## config.mk

```make
export PLATFORM = sky130hd
export DESIGN_NAME = bbc_stack
export DESIGN_NICKNAME = d
export VERILOG_FILES = /design/src/rtl/bbc_pkg.sv /design/src/rtl/bbc_cell.sv /design/src/rtl/bbc_stack.sv
export SDC_FILE = /design/constraint.sdc
export NUM_CORES = 1
export LEC_CHECK = 0
export ABC_AREA = 1
export BUFFER_PORTS_ARGS = -buffer_cell sky130_fd_sc_hd__buf_2
export CORE_ASPECT_RATIO = 1.25
export CORE_MARGIN = 2
export CORE_UTILIZATION = 30
export DETAILED_ROUTE_END_ITERATION = 6
export GPL_TIMING_DRIVEN = 0
export PLACE_DENSITY = 0.41
export RECOVER_POWER = 50
export SYNTH_ARGS = -nofsm -noshare
export SYNTH_HDL_FRONTEND = slang
export SYNTH_SLANG_ARGS = --single-unit
```

## constraint.sdc

```tcl
create_clock -name clock -period 11.5 [get_ports clock]
set_clock_uncertainty 0.05 [all_clocks]
set_input_delay 2.3 -clock clock [delete_from_list [all_inputs] [get_ports clock]]
set_output_delay 2.3 -clock clock [all_outputs]
set_load 0.02 [all_outputs]
```

## src/rtl/bbc_pkg.sv

```systemverilog
// ----------------------------------------------------------------------------
// bbc_pkg
// shared types, codes and symbol decode for the bracket balance checker
// ----------------------------------------------------------------------------
package bbc_pkg;

   localparam int STACK_DEPTH_DEFAULT = 64;

   // characters
   localparam logic [7:0] CH_OPEN_ROUND  = 8'h28;
   localparam logic [7:0] CH_OPEN_SQUARE = 8'h5B;
   localparam logic [7:0] CH_OPEN_CURLY  = 8'h7B;
   localparam logic [7:0] CH_CLOSE_ROUND  = 8'h29;
   localparam logic [7:0] CH_CLOSE_SQUARE = 8'h5D;
   localparam logic [7:0] CH_CLOSE_CURLY  = 8'h7D;
   localparam logic [7:0] CH_BAR          = 8'h7C;

   // bracket kinds
   localparam logic [1:0] KIND_ROUND  = 2'd0;
   localparam logic [1:0] KIND_SQUARE = 2'd1;
   localparam logic [1:0] KIND_CURLY  = 2'd2;
   localparam logic [1:0] KIND_NONE   = 2'd3;

   // status codes
   localparam logic [2:0] ST_FINE            = 3'd0;
   localparam logic [2:0] ST_ACCEPT          = 3'd1;
   localparam logic [2:0] ST_UNMATCHED_CLOSE = 3'd2;
   localparam logic [2:0] ST_MISMATCH        = 3'd3;
   localparam logic [2:0] ST_UNMATCHED_OPEN  = 3'd4;
   localparam logic [2:0] ST_OVERFLOW        = 3'd5;

   // stack operations
   localparam logic [1:0] STK_HOLD = 2'd0;
   localparam logic [1:0] STK_PUSH = 2'd1;
   localparam logic [1:0] STK_POP  = 2'd2;

   typedef struct packed {
      logic [7:0] symbol;
      logic       is_last;
   } req_type;

   typedef struct packed {
      logic [2:0] status;
      logic       expression_done;
   } rsp_type;

   typedef struct packed {
      logic [1:0] op;
      logic [1:0] kind;
   } stk_cmd_type;

   function automatic logic [1:0] open_kind(input logic [7:0] c);
      logic [1:0] k;
      unique case (c)
         CH_OPEN_ROUND:  k = KIND_ROUND;
         CH_OPEN_SQUARE: k = KIND_SQUARE;
         CH_OPEN_CURLY:  k = KIND_CURLY;
         default:        k = KIND_NONE;
      endcase
      return k;
   endfunction

   function automatic logic [1:0] close_kind(input logic [7:0] c);
      logic [1:0] k;
      unique case (c)
         CH_CLOSE_ROUND:  k = KIND_ROUND;
         CH_CLOSE_SQUARE: k = KIND_SQUARE;
         CH_CLOSE_CURLY:  k = KIND_CURLY;
         default:         k = KIND_NONE;
      endcase
      return k;
   endfunction

endpackage

```

## src/rtl/bbc_cell.sv

```systemverilog
// ----------------------------------------------------------------------------
// bbc_cell
// one stack entry; shifts down on push, up on pop
// ----------------------------------------------------------------------------
module bbc_cell
   import bbc_pkg::*;
(
   input  logic        clock,
   input  logic [1:0]  op,
   input  logic [1:0]  from_above,
   input  logic [1:0]  from_below,
   output logic [1:0]  kind
);

   logic [1:0] kind_ff;
   logic [1:0] kind_in;

   always_comb begin
      unique case (op)
         STK_PUSH: kind_in = from_above;
         STK_POP:  kind_in = from_below;
         default:  kind_in = kind_ff;
      endcase
   end

   always_ff @(posedge clock) begin
      kind_ff <= kind_in;
   end

   assign kind = kind_ff;

endmodule

```

## src/rtl/bbc_stack.sv

```systemverilog
// ----------------------------------------------------------------------------
// bbc_stack
// row of cells forming the opener stack, top of stack in the first cell
// ----------------------------------------------------------------------------
module bbc_stack
   import bbc_pkg::*;
#(
   parameter int STACK_DEPTH = STACK_DEPTH_DEFAULT
) (
   input  logic        clock,
   input  stk_cmd_type cmd,
   output logic [1:0]  top_kind
);

   logic [1:0] kinds [STACK_DEPTH];

   for (genvar i = 0; i < STACK_DEPTH; i++) begin : g_cell
      logic [1:0] above;
      logic [1:0] below;

      if (i == 0) begin : g_first
         assign above = cmd.kind;
      end else begin : g_inner_a
         assign above = kinds[i-1];
      end

      if (i == STACK_DEPTH - 1) begin : g_last
         assign below = kinds[i];
      end else begin : g_inner_b
         assign below = kinds[i+1];
      end

      bbc_cell u_cell (
         .clock      (clock),
         .op         (cmd.op),
         .from_above (above),
         .from_below (below),
         .kind       (kinds[i])
      );
   end

   assign top_kind = kinds[0];

endmodule

```

---- Word-level counts from Yosys, hierarchy flattened ----
Index checks and enable logic that the tools add are counted.
storage, ports and cells
  register bits ........................... 128
  latch bits .............................. 0
  RAM bits ................................ 0
  ROM bits ................................ 0
  output and inout bits ................... 2
  word-level logic and storage cells ...... 130
  memories kept ........................... 0
operators by class
  $add $sub $neg .......................... 0
  $mul .................................... 0
  div/mod/pow operators ................... 0
  order comparisons ....................... 0
  eq/ne operators ......................... 2
  shift-type cells ........................ 0
  muxes and demuxes ....................... 63
  bitwise logic cells ..................... 0
  reductions and logical operators ........ 1
operator list
  kind                                            count
  one-hot mux 2 bit (2 select lines)              63
  == test 2 x 1 -> 1 bit (second input constant)  1
  == test 2 bit (second input constant)           1
  nonzero test 2 bit                              1

---- Logic depth before layout (Yosys ltp) ----
  word-level depth ........................ 2
  mapped depth ............................ 8
  mapped depth without buffers ............ 5

---- Modules after synthesis ----
Synthesis repeated with hierarchy kept, for this count alone.
unflattened totals
  cells, all modules ...................... 768
  area, all modules ....................... 6806.5 µm²
by module, submodules not included
  module    times used  cells each  area an instance (µm²)  sequential area each (µm²)
  bbc_cell  64          12          106.4                   60.1

---- Least setup slack after synthesis ----
No wires, ideal clock.
  kind .................................... input-to-reg
  start point ............................. input cmd[2] (netlist bit)
  end point ............................... register g_cell[0].u_cell.kind_ff[0], enable pin
  library setup time ...................... 0.479 ns
  arrival time ............................ 5.066 ns
  data required time ...................... 10.971 ns
  path slack .............................. 5.905 ns
  cell stages on the path ................. 3
  cell sequence ........................... inv_1 -> ha_1 -> inv_1
between the ends
  longest elaborated chain between the ends .. 2
  elaborated cells between the ends (all ways) .. 3
ends and longest elaborated chain
  item                                                     RTL line         source
  start: declaration                                       bbc_stack.sv:11  input stk_cmd_type cmd,
  == test 2 x 1 -> 1 bit or == test 2 bit (tied branches)  n/a
  nonzero test 2 bit (no source line) (*)                  n/a
  end signal: assignment                                   bbc_cell.sv:27   kind_ff <= kind_in;
  end: declaration                                         bbc_cell.sv:15   logic [1:0] kind_ff;
Every way passes the cells marked *; elsewhere a longest branch is shown, timed or not.
A chain may end at the register's enable or synchronous reset.

---- Worst setup path in the final report ----
  start point ............................. input cmd[2] (netlist bit)
  end point ............................... register g_cell[51].u_cell.kind_ff[0], data pin
between the ends
  longest elaborated chain between the ends .. 2
  elaborated cells between the ends (all ways) .. 3
ends and longest elaborated chain
  item                                                     RTL line        source
  == test 2 bit or == test 2 x 1 -> 1 bit (tied branches)  n/a
  one-hot mux 2 bit (2 select lines) (*)                   bbc_cell.sv:19  unique case (op)
  via g_cell[51].u_cell.kind_in[0]                         bbc_cell.sv:16  logic [1:0] kind_in;
  end signal: assignment                                   bbc_cell.sv:27
  end: declaration                                         bbc_cell.sv:15
Mark *: on every way through the listed nets, which the timed path passes. The rest lies on a longest branch.

==> impl_results.md <==
- Power Total: 1.30 mW
- Setup-failing EPs final: 0
- Final antenna-violating net count: 0
- Syn Std Cell Area: 5480 µm²
- Data required time at the worst endpoint: 11.73 ns
- Pre-antenna DRT Iters: 4
- TritonCTS buffer count: 17
- Crit path time final: 3.81 ns
- Yosys cell types: 8
- Part of the power in registers: 48.2%
- Setup slack at placement: 7.40 ns
- Peak Freq: 263 MHz
- Critical Path Slowest Stage Cell: clkbuf_1
- Comb pwr share: 7.6%
- Seq/Total Area, Yosys: 70.1%
- Min-delay src: g_cell[62].u_cell.kind[1]$_DFFE_PP_
- Cell Rows: 55
- M1 WL: 4990 µm
- Flops & latches, synth: 128
- PD cells: 203 nW/µm²
- ANT cells: 0
- Slew Limit Fails: 0
- Critical R2R Capture: g_cell[19].u_cell.kind[0]$_DFFE_PP_
- Worst skew pair latency: 0.41 ns
- Detailed-route vias per instance: 4.41
- Initial Util: 30.4%
- Syn Inst Count: 541
- RSZ-0062 raised after global routing: false
- Hold EP: g_cell[63].u_cell.kind[1]$_DFFE_PN_
- I/O pin cnt: 7
- Post-Layout Cell Count: 808
- Fin Hold WS: 0.425 ns
- Most common cell after layout, fill and taps aside: nand2_1
- Met3 Wirelength: 250 µm
- Max Cap Viol: 0
- Total Routing Usage GR: 10.9%
- RePlAce Congestion: 0.692
- Crit-path max cell delay: 0.41 ns
- Critical Path AT: 4.04 ns
- Number of hold buffers added after cts: 0
- Setup TNS: 0 ns
- Crit path max fanout: 10
- Initial DRC Count: 270
- Worst R2R Setup Slack: 10.66 ns
- Post-CTS sizing: 0
- I/O Buffers: 6
- Routed WL per cell: 12.2 µm
- H-Tree Depth: 4
- DRC Markers: 0
- Die width: 125 µm
- Status: finished clean
- Post-CTS setup buffer count: 0
- CTS tree: built
- Final worst slack: 7.69 ns
- Proportion of layout cells with a drive suffix above 1: 8.28%
- Core ar.: 18000 µm²
- P_int: 1.01 mW
- Post-Syn Nets: 549
- Hold path depth: 0
- Clock sink count: 128
- Die height: 155 µm
- Fillcell total: 1852
- Max reg flops: 128
- Initial antenna violation count: 0
- Crit share post-route: 33.1%
- Worst R2R Path Depth: 2
- Area growth syn-to-layout: 17.0%
- Reg-to-reg startpoint: g_cell[18].u_cell.kind[0]$_DFFE_PP_
- Worst Setup Start Kind: input pin
- Clock-pin slew on the worst setup and hold paths: 0.06 ns
- GRT overflow: 0
- Mapped Avg Cell Area: 10.1 µm²
- Root buffer cell: clkbuf_16
- Crit path kind: input pin to register
- Top sig layer: met4
- Clock power share: 44.2%
- VDD IR max: 0.0000841 V
- Most frequent cells in the layout: 378 x nand2_1, 128 x edfxtp_1, 17 x clkbuf_1, 17 x clkbuf_16, 13 x buf_2
- Largest net degree at the start of global routing: 65
- Yosys warns: 0
- Cell Chain, Critical Path: clkbuf_1, inv_1, ha_1, clkbuf_1, inv_1, clkbuf_1, clkbuf_1, nand2_1, nand2_1
- Vias in the first global route: 3580
- Leakage: 2.82 nW
- Slew @ Worst Pin: 0.604 ns
- Fin. Hold Viols: 0
- Nets: 575
- Slew HR: 59.7%
- Dpl hpwl: 5980 µm
- CP Capture Type: register
- Final WL: 9860 µm
- CP most frequent cell: clkbuf_1
- Net switching power: 0.292 mW
- Sw Share: 22.5%
- Placed cells: 776
- Die Footprint: 19400 µm²
- Total number of vias: 3561
- First-pass GRT wire length: 17000 µm
- Hold crit path type: register to register
- CTS Buffer Depth: 2
- Metal2 WL: 4440 µm
Yosys cell counts:
cell	count	area [µm²]
buf_2	18	90.1
buf_4	7	52.6
buf_6	2	22.5
edfxtp_1	128	3840
ha_1	3	37.5
inv_1	3	11.3
inv_2	2	7.51
nand2_1	378	1420
worst max-delay path: cells and delay by family:
kind | cells | cell delay [ns]
fa+ha+maj | 1 | 0.19
buf+inv | 6 | 1.37
simple gates | 2 | 0.19
logic make-up (layout without fill, tap and decap cells):
group	count (synthesis)	after routing	share of synthesized area [%]
buf+inv	32	71	3.35
fa+ha+maj	3	3	0.685
simple gates	378	378	25.9
flops	128	128	70.1
layout make-up:
type                            count  area [µm²]  area share, %
Buffer                             27         128           1.99
Clock buffer                       18         429           6.69
Clock inverter                     14         195           3.04
Inverter                            5        23.8          0.371
Multi-Input combinational cell    381        1460           22.7
Sequential cell                   128        3840           59.9
Tap cell                          228         285           4.45
Timing Repair Buffer                7        55.1          0.858
worst max path at each step:
stage / start / endpoint / slack, ns / cells after the start
global route: cmd[2] / g_cell[10].u_cell.kind[1]$_DFFE_PP_ / 7.48 / 9
global placement: cmd[2] / g_cell[9].u_cell.kind[0]$_DFFE_PP_ / 4.56 / 4
finish: cmd[2] / g_cell[51].u_cell.kind[0]$_DFFE_PP_ / 7.69 / 9
detailed placement: cmd[2] / g_cell[10].u_cell.kind[0]$_DFFE_PP_ / 7.40 / 5
floorplan: cmd[2] / g_cell[0].u_cell.kind[0]$_DFFE_PP_ / 5.91 / 3
CTS: cmd[2] / g_cell[13].u_cell.kind[0]$_DFFE_PP_ / 7.85 / 5
stage by stage:
stage	utilization (%)	instance area [µm²]
6_report	35.6	6420
3_3_place_gp	32.2	5800
5_1_grt	35.6	6420
4_1_cts	35.8	6460
2_1_floorplan	-	5480
3_5_place_dp	32.3	5830
metal layers:
layer | vias up | GRT usage [%]
met3 | 15 | 3.40
met5 | - | 0
met2 | 32 | 16.7
met4 | 0 | 4.92
met1 | 1725 | 14.3
li1 | 1789 | -
power by group through the flow:
stage          clock network [mW]  logic (mW)  registers [mW]
3_3_place_gp                    0      0.0974           0.642
2_1_floorplan                   0      0.0751           0.631
5_1_grt                     0.611       0.117           0.635
6_report                    0.575      0.0987           0.627
4_1_cts                     0.593       0.103           0.627
3_5_place_dp                    0       0.103           0.636
(Power assumes the default switching activity.)
